**config.mk**
```make
export PLATFORM = sky130hd
export DESIGN_NAME = fan_ramp_controller_core
export DESIGN_NICKNAME = d
export VERILOG_FILES = /design/src/sv/frc_pkg.sv /design/src/sv/frc_cfg_regs.sv /design/src/sv/frc_tick_unit.sv /design/src/sv/fan_ramp_controller_core.sv
export SDC_FILE = /design/constraint.sdc
export NUM_CORES = 1
export LEC_CHECK = 0
export ABC_AREA = 1
export BUFFER_PORTS_ARGS = -buffer_cell sky130_fd_sc_hd__buf_4
export CAP_MARGIN = 10
export CORE_ASPECT_RATIO = 1.5
export CORE_MARGIN = 10
export CORE_UTILIZATION = 40
export CTS_BUF_LIST = sky130_fd_sc_hd__clkbuf_2
export DETAILED_ROUTE_END_ITERATION = 8
export HOLD_SLACK_MARGIN = 0.1
export PLACE_DENSITY = 0.72
export SLEW_MARGIN = 20
export SYNTH_ARGS = -nofsm -noshare
export SYNTH_HDL_FRONTEND = slang
export SYNTH_SLANG_ARGS = --single-unit
```
**constraint.sdc**
```tcl
create_clock -name clk -period 3.1 [get_ports clk]
set_input_delay 0.465 -clock clk [delete_from_list [all_inputs] [get_ports clk]]
set_output_delay 0.465 -clock clk [all_outputs]
set_load 0.01 [all_outputs]
```
**src/sv/frc_pkg.sv**
```systemverilog
package frc_pkg;

	// Parameter defaults
	localparam int DUTY_BITS_DEF = 8;
	localparam int ADC_BITS_DEF  = 10;

	// Configuration port geometry and register reset values
	localparam int        CFG_ADDR_W    = 3;
	localparam int        CFG_DATA_W    = 32;
	localparam logic [7:0] DUTY_LIMIT_RST = 8'd255;
	localparam logic [7:0] STEP_SIZE_RST = 8'd13;

	// Register index, taken from the word address
	localparam logic REG_DUTY_LIMIT = 1'b0;
	localparam logic REG_STEP_SIZE  = 1'b1;

	// Vehicle state codes
	localparam logic [2:0] VS_LOW_VOLT  = 3'd0;
	localparam logic [2:0] VS_HV_ENABLE = 3'd1;
	localparam logic [2:0] VS_READY     = 3'd2;
	localparam logic [2:0] VS_ERROR     = 3'd3;

	typedef enum logic [1:0] {
		MODE_OFF = 2'd0,
		MODE_ON  = 2'd1,
		MODE_ERR = 2'd2
	} fan_mode_t;

	typedef enum logic [1:0] {
		ST_OFF  = 2'd0,
		ST_RAMP = 2'd1,
		ST_ON   = 2'd2,
		ST_ERR  = 2'd3
	} fan_status_t;

	typedef struct packed {
		logic [7:0] step_size;
		logic [7:0] duty_limit;
	} frc_cfg_t;

	// Result item; last member sits in the lowest bits
	typedef struct packed {
		fan_status_t fan3_status;
		fan_status_t fan2_status;
		fan_status_t fan1_status;
		fan_mode_t   fan_mode;
		logic [7:0]  pwm_duty;
	} frc_result_t;

	localparam int RES_W = $bits(frc_result_t);

	// Decode the fan mode from present and requested vehicle state
	function automatic fan_mode_t decode_mode(input logic [2:0] present,
			input logic [2:0] request, input fan_mode_t kept);
		logic req_run;
		req_run = (request == VS_HV_ENABLE) || (request == VS_READY);
		if (present == VS_LOW_VOLT) begin
			if (request == VS_LOW_VOLT)
				return MODE_OFF;
			else if (req_run)
				return MODE_ON;
			else
				return kept;
		end else if (present == VS_HV_ENABLE || present == VS_READY) begin
			return req_run ? MODE_ON : MODE_OFF;
		end else if (present == VS_ERROR) begin
			return MODE_ERR;
		end else begin
			return MODE_OFF;
		end
	endfunction

endpackage

```
**src/sv/frc_cfg_regs.sv**
```systemverilog
module frc_cfg_regs (
	input  logic                             clk,
	input  logic                             arst_n,
	input  logic                             psel,
	input  logic                             penable,
	input  logic                             pwrite,
	input  logic [frc_pkg::CFG_ADDR_W-1:0]   paddr,
	input  logic [frc_pkg::CFG_DATA_W-1:0]   pwdata,
	output logic [frc_pkg::CFG_DATA_W-1:0]   prdata,
	output logic                             pready,
	output frc_pkg::frc_cfg_t                cfg
);
	import frc_pkg::*;

	logic       wr_en;
	logic       reg_idx;
	logic [7:0] duty_limit_q;
	logic [7:0] step_size_q;

	assign pready  = 1'b1;
	assign wr_en   = psel && penable && pwrite && pready;
	assign reg_idx = paddr[2];

	// Write on the access phase of a transfer
	always_ff @(posedge clk or negedge arst_n) begin
		if (!arst_n) begin
			duty_limit_q <= DUTY_LIMIT_RST;
			step_size_q  <= STEP_SIZE_RST;
		end else if (wr_en) begin
			unique case (reg_idx)
				REG_DUTY_LIMIT: duty_limit_q <= pwdata[7:0];
				REG_STEP_SIZE:  step_size_q  <= pwdata[7:0];
				default: ;
			endcase
		end
	end

	// Read back
	always_comb begin
		unique case (reg_idx)
			REG_DUTY_LIMIT: prdata = CFG_DATA_W'(duty_limit_q);
			REG_STEP_SIZE:  prdata = CFG_DATA_W'(step_size_q);
			default:        prdata = '0;
		endcase
	end

	assign cfg.duty_limit = duty_limit_q;
	assign cfg.step_size  = step_size_q;

endmodule

```
**src/sv/frc_tick_unit.sv**
```systemverilog
module frc_tick_unit #(
	parameter int DUTY_BITS = frc_pkg::DUTY_BITS_DEF
) (
	input  logic                 clk,
	input  logic                 arst_n,
	input  logic                 adv,
	input  logic [2:0]           vehicle_state,
	input  logic [2:0]           requested_state,
	input  logic [2:0]           cur_zero,
	input  frc_pkg::frc_cfg_t    cfg,
	output frc_pkg::frc_result_t res
);
	import frc_pkg::*;

	localparam int CW = ((DUTY_BITS > 8) ? DUTY_BITS : 8) + 1;

	fan_mode_t             mode_q;
	fan_mode_t             mode_d;
	logic [DUTY_BITS-1:0]  duty_q;
	logic [DUTY_BITS-1:0]  duty_d;
	logic [DUTY_BITS-1:0]  maxd;
	logic [CW-1:0]         gap;
	logic                  snap;
	fan_status_t           st;

	// Next mode and duty for this tick
	always_comb begin
		mode_d = decode_mode(vehicle_state, requested_state, mode_q);
		maxd   = DUTY_BITS'(cfg.duty_limit);
		gap    = CW'(maxd) - CW'(duty_q);
		snap   = (duty_q >= maxd) || (gap <= CW'(cfg.step_size));
		unique case (mode_d)
			MODE_ON: begin
				if (snap) begin
					duty_d = maxd;
					st     = ST_ON;
				end else begin
					duty_d = duty_q + DUTY_BITS'(cfg.step_size);
					st     = ST_RAMP;
				end
			end
			MODE_ERR: begin
				duty_d = '0;
				st     = ST_ERR;
			end
			default: begin
				duty_d = '0;
				st     = ST_OFF;
			end
		endcase
	end

	// Build the result; a running fan with no current reports error
	always_comb begin
		res.pwm_duty    = (mode_d == MODE_ON) ? 8'(duty_d) : 8'd0;
		res.fan_mode    = mode_d;
		res.fan1_status = (mode_d == MODE_ON && cur_zero[0]) ? ST_ERR : st;
		res.fan2_status = (mode_d == MODE_ON && cur_zero[1]) ? ST_ERR : st;
		res.fan3_status = (mode_d == MODE_ON && cur_zero[2]) ? ST_ERR : st;
	end

	// Advance the controller state once per tick
	always_ff @(posedge clk or negedge arst_n) begin
		if (!arst_n) begin
			mode_q <= MODE_OFF;
			duty_q <= '0;
		end else if (adv) begin
			mode_q <= mode_d;
			duty_q <= duty_d;
		end
	end

endmodule

```
**src/sv/fan_ramp_controller_core.sv**
```systemverilog
// Fan ramp controller: fan mode decode and linear PWM duty ramp.
// Pipeline: input register, then result register; the tick update sits
//   between them.
// Throughput: one tick per cycle; the output register stalls only on m_tready.
// Reset (arst_n low): mode off, duty zero, pipeline empty,
//   duty limit 255 and step size 13.
module fan_ramp_controller_core #(
	parameter int DUTY_BITS = frc_pkg::DUTY_BITS_DEF,
	parameter int ADC_BITS  = frc_pkg::ADC_BITS_DEF,
	parameter int IN_W      = ((6 + 3 * ADC_BITS + 7) / 8) * 8
) (
	input  logic                            clk,
	input  logic                            arst_n,
	// vehicle_state[3], requested_state[3], fan1_current, fan2_current,
	// fan3_current[ADC_BITS each], zero pad
	input  logic                            s_tvalid,
	output logic                            s_tready,
	input  logic [IN_W-1:0]                 s_tdata,
	// pwm_duty[8], fan_mode[2], fan1_status[2], fan2_status[2], fan3_status[2]
	output logic                            m_tvalid,
	input  logic                            m_tready,
	output logic [frc_pkg::RES_W-1:0]       m_tdata,
	input  logic                            psel,
	input  logic                            penable,
	input  logic                            pwrite,
	input  logic [frc_pkg::CFG_ADDR_W-1:0]  paddr,
	input  logic [frc_pkg::CFG_DATA_W-1:0]  pwdata,
	output logic [frc_pkg::CFG_DATA_W-1:0]  prdata,
	output logic                            pready
);
	import frc_pkg::*;

	localparam int F1_LO = 6;
	localparam int F2_LO = F1_LO + ADC_BITS;
	localparam int F3_LO = F2_LO + ADC_BITS;

	frc_cfg_t    cfg;
	frc_result_t res;

	logic        v_s1;
	logic [2:0]  vs_s1;
	logic [2:0]  rs_s1;
	logic [2:0]  zero_s1;
	logic        v_s2;
	frc_result_t res_s2;
	logic        adv;
	logic        out_free;

	frc_cfg_regs u_cfg (
		.clk     (clk),
		.arst_n  (arst_n),
		.psel    (psel),
		.penable (penable),
		.pwrite  (pwrite),
		.paddr   (paddr),
		.pwdata  (pwdata),
		.prdata  (prdata),
		.pready  (pready),
		.cfg     (cfg)
	);

	// Handshake: stage 1 moves on whenever the result register can take it
	assign out_free = !v_s2 || m_tready;
	assign adv      = v_s1 && out_free;
	assign s_tready = !v_s1 || adv;

	always_ff @(posedge clk or negedge arst_n) begin
		if (!arst_n) begin
			v_s1 <= 1'b0;
			v_s2 <= 1'b0;
		end else begin
			if (s_tready)
				v_s1 <= s_tvalid;
			if (out_free)
				v_s2 <= v_s1;
		end
	end

	// Capture the input transfer; only zero-current flags are kept
	always_ff @(posedge clk) begin
		if (s_tready && s_tvalid) begin
			vs_s1      <= s_tdata[2:0];
			rs_s1      <= s_tdata[5:3];
			zero_s1[0] <= (s_tdata[F1_LO +: ADC_BITS] == '0);
			zero_s1[1] <= (s_tdata[F2_LO +: ADC_BITS] == '0);
			zero_s1[2] <= (s_tdata[F3_LO +: ADC_BITS] == '0);
		end
	end

	frc_tick_unit #(
		.DUTY_BITS (DUTY_BITS)
	) u_tick (
		.clk             (clk),
		.arst_n          (arst_n),
		.adv             (adv),
		.vehicle_state   (vs_s1),
		.requested_state (rs_s1),
		.cur_zero        (zero_s1),
		.cfg             (cfg),
		.res             (res)
	);

	// Hold the result until it is taken
	always_ff @(posedge clk) begin
		if (adv)
			res_s2 <= res;
	end

	assign m_tvalid = v_s2;
	assign m_tdata  = res_s2;

endmodule

```
Yosys cells after proc, flatten, opt, wreduce, memory -nomap -nowiden --
Cells that the tools add are included.
Operators by class: add/sub/neg operators 2, magnitude comparators 2, equal/unequal tests 7, muxes and demuxes 11, bitwise logic cells 1, reductions and logical operators 21
Operator list (number):
- 32-bit one-hot mux with 2 select lines | 1
- 10-bit logical NOT | 3
- 8-bit two-way mux | 2
- 2-bit two-way mux | 6
- 3-bit by 2-bit equality test with 1-bit output, second input constant | 3
- 9-bit by 8-bit <= comparator with 1-bit output | 1
- 8-bit by 8-bit subtractor with 9-bit output | 1
- 8-bit adder | 1
- 8-bit >= comparator | 1
- 1-bit logical AND | 7
- 3-bit by 1-bit equality test with 1-bit output, second input constant | 2
- 3-bit logical NOT | 2
- 1-bit logical OR | 5
- 2-bit one-hot mux with 2 select lines | 1
- 2-bit AND reduction | 2
- 2-bit by 1-bit equality test with 1-bit output, second input constant | 1
- 2-bit equality test, second input constant | 1
- 1-bit logical NOT | 2
- 1-bit two-way mux | 1
- 1-bit inverter | 1
Word-level totals: flip-flop bits (word level) 53, input bits 82, output and inout bits 51, logic and storage cells 58

Depth between registers and ports, before layout --
Gate-level depths: netlist of the first run.
depth after elaboration 7, mapped depth 22, depth with buffers taken out 22

Cells and area by module --
From an unflattened synthesis of the first run, not the netlist that was laid out.
Second synthesis, totals: cell total of the unflattened synthesis 444, area, all modules 3641.0 sq um
Modules (own cells, without submodules):
- frc_tick_unit | instances 1, cells an instance 259, area an instance 1739.2 sq um
- frc_cfg_regs | instances 1, cells an instance 125, area an instance 963.4 sq um
- fan_ramp_controller_core | instances 1, cells an instance 60, area an instance 938.4 sq um

Least setup slack after synthesis of the first run --
OpenSTA, ideal clock, no wires.
kind register to register, start register u_cfg.duty_limit_q[4], end register res_s2 (netlist bit m_tdata[11]) (data pin), arrival time 2630 ps, required time 2845 ps, path slack 215 ps, stages on the path, launching flop included 19, cells stage by stage dfstp_2 -> ha_1 -> a21oi_1 -> nand2_1 -> a21oi_1 -> nor2_1 -> nor2_1 -> xor2_1 -> inv_1 -> ha_1 -> and3_1 -> nand4_1 -> nand2_1 -> nand2_8 -> nand2_8 -> nand2_1 -> nand2_1 -> nand2_1 -> nand2_1
Between the ends: cells in the longest elaborated chain, start to end 5
Ends and longest elaborated chain:
- from (decl) | RTL line frc_cfg_regs.sv:17 | logic [7:0] duty_limit_q;
- from (signal assigned) | RTL line frc_cfg_regs.sv:31 | REG_DUTY_LIMIT: duty_limit_q <= pwdata[7:0];
- 8-bit by 8-bit subtractor with 9-bit output | RTL line frc_tick_unit.sv:30 | gap = CW'(maxd) - CW'(duty_q);
- 9-bit by 8-bit <= comparator with 1-bit output | RTL line frc_tick_unit.sv:31 | snap = (duty_q >= maxd) || (gap <= CW'(cfg.step_size));
- 1-bit logical OR * | RTL line frc_tick_unit.sv:31
- 2-bit two-way mux * | RTL line frc_tick_unit.sv:34 | if (snap) begin
- 2-bit one-hot mux with 2 select lines * | RTL line frc_tick_unit.sv:32 | unique case (mode_d)
- to (signal assigned) | RTL line fan_ramp_controller_core.sv:106 | res_s2 <= res;
- to (decl) | RTL line fan_ramp_controller_core.sv:45 | frc_result_t res_s2;
Mark *: on every way between the ends. The rest lies on a longest branch, timed or not. A chain may end at the register's enable or synchronous reset.

Final worst setup path of the first run --
start register u_cfg.duty_limit_q[3], end register res_s2 (netlist bit m_tdata[10]) (data pin)
The elaborated chain is that of the path after synthesis.

==> summary.txt, run 1 <==
Status
  • Status: complete, no violations

Placement
  • Cell area after placement: 0.00423 sq mm
  • Port bufs: 77
  • Placed cell count: 603
  • RePlAce Congestion: 0.887
  • Placed wire-length estimate: 7.06 mm

Timing
  • Slew Viols, Final: 0
  • Setup Skew: 0.0178 ns
  • Tightest Pin Transition: 0.915 ns
  • Max Fclk: 323 MHz
  • Hold WS: 0.152 ns
  • Final hold violations: 0
  • RSZ-0062 raised after global routing: yes
  • Period utilization: 99.8%
  • Min cycle time layout: 3.09 ns
  • Final setup violating endpoints: 0
  • Max-slew headroom: 39.0%

Power
  • Static leakage: 0.00223 uW
  • P per Cell Area: 635 mW/mm^2
  • Peak supply drop: 0.330 mV
  • Post-layout power: 2820 uW

GRT
  • First-pass GRT wire length: 13.9 mm
  • Remaining Overflow, GRT: 0
  • Initial antenna violation count: 0
  • Vias in the first global route: 3171
  • GRT Total Usage: 13.3%
  • Pin count of the biggest net entering global routing: 29

Synth
  • Syn Area/Cell: 8.55 sq um
  • Post-Synth XOR/XNOR Area: 2.51%
  • Synth area leader: edfxtp_1
  • Adder-cell share of the synthesized area: 10.1%
  • Async S/R FF share, synth: 52.8%
  • Mapped cell area: 0.00349 sq mm
  • Synth area leaders: edfxtp_1, nand2_1, dfrtp_1, ha_1, dfstp_2
  • Netlist cell types: 38
  • Synth Instances: 408
  • Post-synthesis mux area share: 0%
  • Number of warning messages in the yosys log: 0
  • Register bit count reported by yosys: 53
  • Simple-Gate Fraction of Synth Area: 25.9%
  • Synth Area in Compound Gates: 7.18%
  • Yosys top cell area share: 21.5%
  • Top_reg_cell synth: edfxtp_1
  • Largest family of logic cells by synthesized area: simple AND/OR/NAND/NOR gates
  • Post-synthesis sequential area ratio: 42.0%
  • EDFF count, synth: 25

Setup path
  • WP data arrival: 3.36 ns
  • CP Max Fanout: 6
  • Reg2reg path depth: 17
  • Critical Path RT: 3.36 ns
  • WS Path Type: reg -> reg
  • Setup crit start kind: flop
  • Crit end category: flop

Die
  • IO Count: 133
  • Core area: 0.00846 sq mm
  • Starting density of the core: 41.2%
  • Die Width: 96.2 um
  • Die height: 134 um
  • DIE AREA: 0.0129 sq mm
  • Core Rows: 41

Detailed routing
  • Total number of vias: 2997
  • Initial DRC Count: 120
  • Routed wire length: 8.72 mm
  • Via density: 4.86
  • Initial DRT Pass Iterations: 5
  • Remaining DRCs: 0
  • Wire per inst: 14.1 um
  • Post-route ant nets: 0

Clocking
  • Root buf cell: clkbuf_2
  • CTS H-tree depth: 2
  • Clock tree buffer depth: 2
  • TritonCTS clock tree: yes
  • Worst skew pair latency: 0.48 ns
  • CTS sink count: 53
  • Num CTS Buffers: 5
  • Worst-path clk slew: 0.27 ns

Finish
  • Antenna Cells: 0
  • Fin cells: 617
  • Fillcell total: 785
  • Fin area: 0.00443 sq mm
  • Area Overhead vs Synth: 27.1%
  • Fin nets: 618
  • Ratio of cells with drive above 1 in the final layout: 34.1%
  • Final core utilization: 52.4%

Min path
  • WHS Path Cells: 1
  • HP Class: in -> reg

Flow run
  • Max cap viols: 0
power by group:
part	internal, uW	switching (uW)
registers	868	72.4
logic	734	860
clock network	57.8	225
stage by stage:
step,setup TNS (ns),setup WS (ns)
2_1_floorplan,0,0.215
3_3_place_gp,0,0.0308
3_5_place_dp,-0.328,-0.0345
4_1_cts,0,0.000792
5_1_grt,-1.90,-0.153
6_report,0,0.00549
synthesized netlist by cell type, types with 3 or more instances:
library cell,n
nor4_1,6
nor3_1,3
nor2_1,7
a21o_1,3
dfstp_2,11
nand4_1,12
edfxtp_1,25
a21oi_1,11
xor2_1,8
nand2_1,115
dfrtp_1,17
o21ai_0,25
nand3_1,11
nand2_2,11
clkbuf_1,4
buf_4,26
ha_1,25
inv_1,50
nand3_2,10
critical path, stage by stage (launching register included):
cell and delay, ns:
dfstp_2 0.62, ha_4 0.21, buf_4 0.15, a21oi_2 0.16, nand2_2 0.08, a31oi_1 0.19
xor2_1 0.19, ha_1 0.27, a21o_1 0.18, a21oi_2 0.14, nand2_1 0.07, nand2_2 0.12
nand2_8 0.09, nand2_8 0.10, buf_4 0.11, o21ai_2 0.05, nand2_2 0.09, nand2_1 0.06
per-layer routing:
layer  vias up  share of wire [%]  track usage [%]
met3        15                7.3             4.30
met4         0                2.2             4.19
met1      1398                 38             13.9
met5         -                  0                0
met2        96                 53             23.8
li1       1488                  -                -
path summary, 6_finish.rpt:
kind / from / end / slack, ns
max: u_cfg.duty_limit_q[3] / m_tdata[10] / 0.005
min reg2reg: u_tick.mode_q[1] / u_tick.mode_q[1] / 0.55
min in group asynchronous: arst_n / u_tick.duty_q[1] / 0.39
max reg2reg: u_cfg.duty_limit_q[3] / m_tdata[10] / 0.005
max in group asynchronous: arst_n / u_cfg.duty_limit_q[4] / 2.38
min: s_tdata[3] / rs_s1[0] / 0.15
kinds of logic (layout without fill, tap and decap cells):
family / after synthesis / after routing
buffers and inverters: 85 / 164
AO/OA/AOI/OAI: 46 / 46
AND/OR/NAND/NOR: 185 / 185
other: 2 / 25
XOR/XNOR: 10 / 10
adder cells (fa/ha/maj): 27 / 27
flip-flops: 53 / 53
final cells by class:
| cell class | count | area (sq um) | area share (%) |
|---|---|---|---|
| Clock buffer | 6 | 30.0 | 0.677 |
| Timing Repair Buffer | 102 | 781 | 17.6 |
| Sequential cell | 53 | 1470 | 33.1 |
| Inverter | 54 | 205 | 4.63 |
| Tap cell | 107 | 134 | 3.02 |
| Multi-Input combinational cell | 293 | 1800 | 40.7 |
| Clock inverter | 2 | 15.0 | 0.339 |
placed cells by master, fill, tap and decap left out, types with 7 or more instances in the layout:
cell / instances
buf_4: 100
inv_1: 46
nand3_2: 9
nor2_1: 7
edfxtp_1: 25
nand3_1: 11
nand2_1: 106
o21ai_0: 25
dfrtp_1: 17
xor2_1: 8
ha_1: 20
dfstp_2: 11
conb_1: 25
a21oi_1: 7
nand4_1: 12
nand2_2: 20
state kept, by name, summed over array words and instances, names as in the netlist:
signal,count
rs_s1,3
m_tvalid,1
zero_s1,3
m_tdata,16
u_cfg.step_size_q,8
v_s1,1
u_cfg.duty_limit_q,8
u_tick.mode_q,2
u_tick.duty_q,8
vs_s1,3
repair_timing:
item	4_1_cts	5_1_grt
hold buffers	1	0
buffers inserted	0	5
endpoints found under the hold margin	17	0
pin swaps	0	20
gates resized for setup	4	22
setup endpoints to repair	22	22
(Power assumes the default switching activity.)
==> inputs of run 2 (changes only) <==
Settings changed: CELL_PAD_IN_SITES_DETAIL_PLACEMENT set to 0, CELL_PAD_IN_SITES_GLOBAL_PLACEMENT set to 2, CORE_UTILIZATION 40 to 26, PLACE_DENSITY 0.72 to 0.81.
==> run 2 against run 1 <==
Net effect: first-iteration DRC count decreased by 48%; register-to-register slack better by 0.09 ns; utilization decreased by 17 points; clock power barely moved; final area grew 3.6%.
==> summary.txt, run 2 (synthesis gave the netlist of run 1 again) <==
GRT
  • Remaining Overflow, GRT: 0
  • Met2 GRT Util: 19.6%
  • First-pass GRT wire length: 14.8 mm
  • GRT Total Usage: 9.84%
  • Initial antenna violation count: 0
  • Global routing's busiest layer: met2
  • Pin count of the biggest net entering global routing: 29
  • Vias in the first global route: 3210
  • Met1 global-route usage: 9.21%
  • GRT met3 Usage: 3.13%

Clocking
  • Worst skew pair latency: 0.46 ns
  • TritonCTS clock tree: yes
  • Clock tree buffer depth: 2
  • CTS H-tree depth: 2
  • Worst-path clk slew: 0.28 ns
  • Num CTS Buffers: 5
  • Root buf cell: clkbuf_2
  • CTS sink count: 53

Status
  • Status: complete, no violations

Finish
  • Fin cells: 676
  • Final core utilization: 35.1%
  • Largest register FFs: 16
  • Area Overhead vs Synth: 31.6%
  • Fillcell total: 1349
  • Antenna Cells: 0
  • Commonest non-fill, non-tap cells in the layout: buf_4, nand2_1, inv_1
  • Fin nets: 625
  • Most common cell after layout, fill and taps aside: buf_4
  • Ratio of cells with drive above 1 in the final layout: 36.8%

Setup path
  • Setup crit start kind: flop
  • WP data arrival: 3.24 ns
  • WS Path Type: reg -> reg
  • Crit end category: flop
  • CP Max Fanout: 5
  • Critical Path RT: 3.33 ns

Timing
  • Max Fclk: 333 MHz
  • Final hold violations: 0
  • Slew Viols, Final: 0
  • Setup Skew: 0.0443 ns
  • Tightest Pin Transition: 0.525 ns
  • Min cycle time layout: 3.01 ns
  • RSZ-0062 raised after global routing: yes
  • Final setup violating endpoints: 0
  • Max-slew headroom: 64.9%
  • Period utilization: 97.0%

Min path
  • HP Class: in -> reg

Detailed routing
  • Total number of vias: 2950
  • Via density: 4.36
  • Post-route ant nets: 0
  • Routed wire length: 9.38 mm
  • Remaining DRCs: 0
  • Initial DRT Pass Iterations: 4
  • Initial DRC Count: 62
  • Wire per inst: 13.9 um

Placement
  • Placed wire-length estimate: 7.89 mm
  • Port bufs: 77
  • Placed cell count: 664
  • RePlAce Congestion: 0.787

Die
  • Die Width: 115 um
  • Core Rows: 51
  • Core area: 0.0131 sq mm
  • Die height: 162 um
  • Starting density of the core: 26.7%
  • IO Count: 133
  • DIE AREA: 0.0185 sq mm

Power
  • P per Cell Area: 625 mW/mm^2
  • Static leakage: 0.00229 uW
  • Peak supply drop: 0.203 mV

Flow run
  • Max cap viols: 0
[run 2: cell types whose count changed in the layout (fill, tap and decap cells not counted), sizes merged]
cell	previous run	this run
buf	101	108
clkinvlp	2	0
inv	53	55
[run 2: layer usage]
layer | up-vias | wire, um
li1 | 1500 | -
met1 | 1366 | 3370
met2 | 77 | 5340
met3 | 7 | 579
met4 | 0 | 89
met5 | - | 0
[run 2: final cells by class]
type | instances | area, sq um | share of cell area (%)
Sequential cell | 53 | 1470 | 31.9
Clock inverter | 2 | 10.0 | 0.218
Clock buffer | 6 | 30.0 | 0.654
Tap cell | 159 | 199 | 4.33
Timing Repair Buffer | 109 | 850 | 18.5
Inverter | 54 | 205 | 4.47
Multi-Input combinational cell | 293 | 1830 | 39.9
[run 2: worst paths after layout]
path                                  startpoint                    to  slack, ns  cells after the start
max                        u_cfg.duty_limit_q[3]           m_tdata[15]       0.09                     20
min                                   s_tdata[1]              vs_s1[1]       0.19                      1
max reg2reg                u_cfg.duty_limit_q[3]           m_tdata[15]       0.09                     20
min reg2reg                 u_cfg.step_size_q[2]  u_cfg.step_size_q[2]       0.53                      2
max in group asynchronous                 arst_n      u_tick.duty_q[4]       2.35                      2
min in group asynchronous                 arst_n      u_tick.duty_q[6]       0.42                      2
[run 2: timing repair]
action | 4_1_cts | 5_1_grt
resized for setup | 5 | 32
pin swaps | 3 | 23
endpoints found under the setup margin | 22 | 22
buffers inserted | 0 | 3
hold endpoints to repair | 17 | 0
hold buffers | 1 | 0
[run 2: critical path, cell delays in order, from the launching register on]
cell and delay [ns]:
dfstp_2 0.62, ha_4 0.21, buf_4 0.15, a21oi_2 0.20
nand2_4 0.08, buf_6 0.12, xor2_1 0.14, ha_1 0.31
nand2_2 0.07, nor2_2 0.09, nand2_1 0.06, nand3_2 0.06
nand2_1 0.05, nand2_1 0.07, nand2_2 0.09, nand2_8 0.12
nand2_8 0.08, nand2_2 0.07, nand2_2 0.04, nand2_2 0.09
nand2_1 0.06
[run 2: report_power, final]
part / internal [uW] / switching [uW] / total, uW
clock: 58.3 / 222 / 281
sequential: 867 / 67.6 / 934
combinational: 770 / 884 / 1650
[run 2: metrics by stage]
stage	TNS (ns)	setup slack, ns	total power [uW]	cell area [sq um]	hold WS (ns)
floorplan	0	0.215	1820	3570	0.169
global placement	-0.410	-0.0469	2410	4370	0.417
detailed placement	-0.968	-0.0799	2430	4370	0.431
CTS	0	0.0179	2760	4440	0.149
global route	-0.728	-0.0776	3120	4590	0.127
finish	0	0.0940	2870	4590	0.193
==> inputs of run 3 (changes only) <==
--- a/constraint.sdc
+++ b/constraint.sdc
@@ -3,2 +3,2 @@
 set_output_delay 0.465 -clock clk [all_outputs]
-set_load 0.01 [all_outputs]
+set_load 0.1 [all_outputs]
==> run 3 against run 2 <==
Net effect: critical path depth decreased by 4; worst hold slack barely moved; global-route usage increased by 0.074 points; final cell count up 0.15%; clock skew fell by 0.0047 ns; largest cell class unchanged.
==> summary.txt, run 3 (synthesis gave the netlist of run 1 again) <==
Status
  • Status: complete, no violations

Setup path
  • Crit end category: flop
  • Setup crit start kind: flop
  • CP Max Fanout: 6
  • FF-to-FF setup slack: 0.07 ns
  • Worst Setup SP: u_cfg.duty_limit_q[3]
  • Worst R2R Start: u_cfg.duty_limit_q[3]
  • Critical Path RT: 3.32 ns
  • WS Path Type: reg -> reg
  • WP data arrival: 3.25 ns

Die
  • Die height: 162 um
  • Die Width: 115 um
  • Core Rows: 51
  • IO Count: 133
  • Core area: 0.0131 sq mm
  • Starting density of the core: 26.7%
  • DIE AREA: 0.0185 sq mm

GRT
  • Pin count of the biggest net entering global routing: 29
  • GRT Total Usage: 9.91%
  • Remaining Overflow, GRT: 0
  • First-pass GRT wire length: 15.1 mm
  • Initial antenna violation count: 0
  • Vias in the first global route: 3177

Timing
  • Max Fclk: 330 MHz
  • Min cycle time layout: 3.03 ns
  • Slew Viols, Final: 0
  • Max-slew headroom: 45.4%
  • Final hold violations: 0
  • Tightest Pin Transition: 0.813 ns
  • RSZ-0062 raised after global routing: yes
  • Period utilization: 97.7%
  • Final setup violating endpoints: 0
  • Setup Skew: 0.0396 ns
  • Hold WS: 0.193 ns

Placement
  • RePlAce Congestion: 0.809
  • Port bufs: 77
  • Placed wire-length estimate: 7.71 mm
  • Cell area after placement: 0.00436 sq mm

Detailed routing
  • Via density: 4.36
  • Routed wire length: 9.29 mm
  • Initial DRT Pass Iterations: 5
  • Total number of vias: 2951
  • Remaining DRCs: 0
  • Post-route ant nets: 0
  • Initial DRC Count: 84
  • Wire per inst: 13.7 um

Power
  • Static leakage: 0.00228 uW
  • Peak supply drop: 0.246 mV
  • P per Cell Area: 722 mW/mm^2

Clocking
  • Root buf cell: clkbuf_2
  • Worst-path clk slew: 0.29 ns
  • Worst skew pair latency: 0.46 ns
  • CTS H-tree depth: 2
  • Clock tree buffer depth: 2
  • TritonCTS clock tree: yes
  • CTS sink count: 53
  • Num CTS Buffers: 5

Finish
  • Fin nets: 626
  • Ratio of cells with drive above 1 in the final layout: 35.9%
  • Antenna Cells: 0
  • Most common cell after layout, fill and taps aside: buf_4
  • Fin area: 0.00457 sq mm
  • Largest register FFs: 16
  • Commonest non-fill, non-tap cells in the layout: buf_4, nand2_1, inv_1, conb_1, edfxtp_1
  • Final core utilization: 34.9%
  • Area Overhead vs Synth: 31.1%

Flow run
  • Max cap viols: 0

Min path
  • Hold Crit Start: s_tdata[2]
  • HP Class: in -> reg
[run 3: worst max-delay path, stage by stage, from the launching register on]
cell,delay (ns)
dfstp_2,0.63
ha_4,0.21
buf_4,0.14
a21oi_1,0.19
nand2_2,0.11
a31oi_2,0.15
xor2_1,0.18
ha_1,0.26
a21o_1,0.19
a21oi_2,0.13
nand2_1,0.07
nand2_2,0.11
nand2_8,0.09
nand2_8,0.10
o21ai_2,0.06
nand2_2,0.11
nand2_2,0.06
[run 3: report_power, final]
group	internal, uW	switching, uW
registers	868	67.9
clock network	53.6	229
logic	747	1340
[run 3: path summary, 6_finish.rpt]
path                                             end  cells after the start
worst max-delay path                     m_tdata[12]                     16
worst min-delay path                        vs_s1[2]                      1
worst max register to register           m_tdata[12]                     16
worst min register to register  u_cfg.step_size_q[2]                      2
max in group asynchronous       u_cfg.step_size_q[0]                      2
min in group asynchronous           u_tick.duty_q[3]                      2
[run 3: final cells by class]
cell class	count	area, sq um
clock inverters	3	17.5
repair buffers	110	845
flip-flops and latches	53	1470
well taps	159	199
fillers	1346	8510
inverters	54	205
clock buffers	5	25.0
multi-input cells	293	1820
[run 3: metrics by stage]
step	setup WS (ns)	total power [uW]	instances	setup TNS [ns]
finish	0.0709	3300	677	0
global route	-0.153	3560	677	-2.19
CTS	0.00607	3210	674	0
detailed placement	-0.0438	2870	664	-0.477
global placement	-0.0393	2860	664	-0.422
floorplan	-0.194	2300	431	-1.36
[run 3: layer usage]
metal | GRT usage (%) | part of all wire (%) | up-vias | wire length [um]
li1 | - | - | 1506 | -
met1 | 10.6 | 39 | 1363 | 3650
met2 | 18.5 | 55 | 77 | 5080
met3 | 2.77 | 5.2 | 5 | 481
met4 | 2.00 | 0.78 | 0 | 72
met5 | 0 | 0 | - | 0
[run 3: repair_timing]
| item | 4_1_cts | 5_1_grt |
|---|---|---|
| pin swaps | 2 | 19 |
| setup endpoints to repair | 22 | 22 |
| endpoints found under the hold margin | 17 | 0 |
| gates resized for setup | 4 | 27 |
| hold buffers | 1 | 0 |
| setup buffers | 1 | 3 |
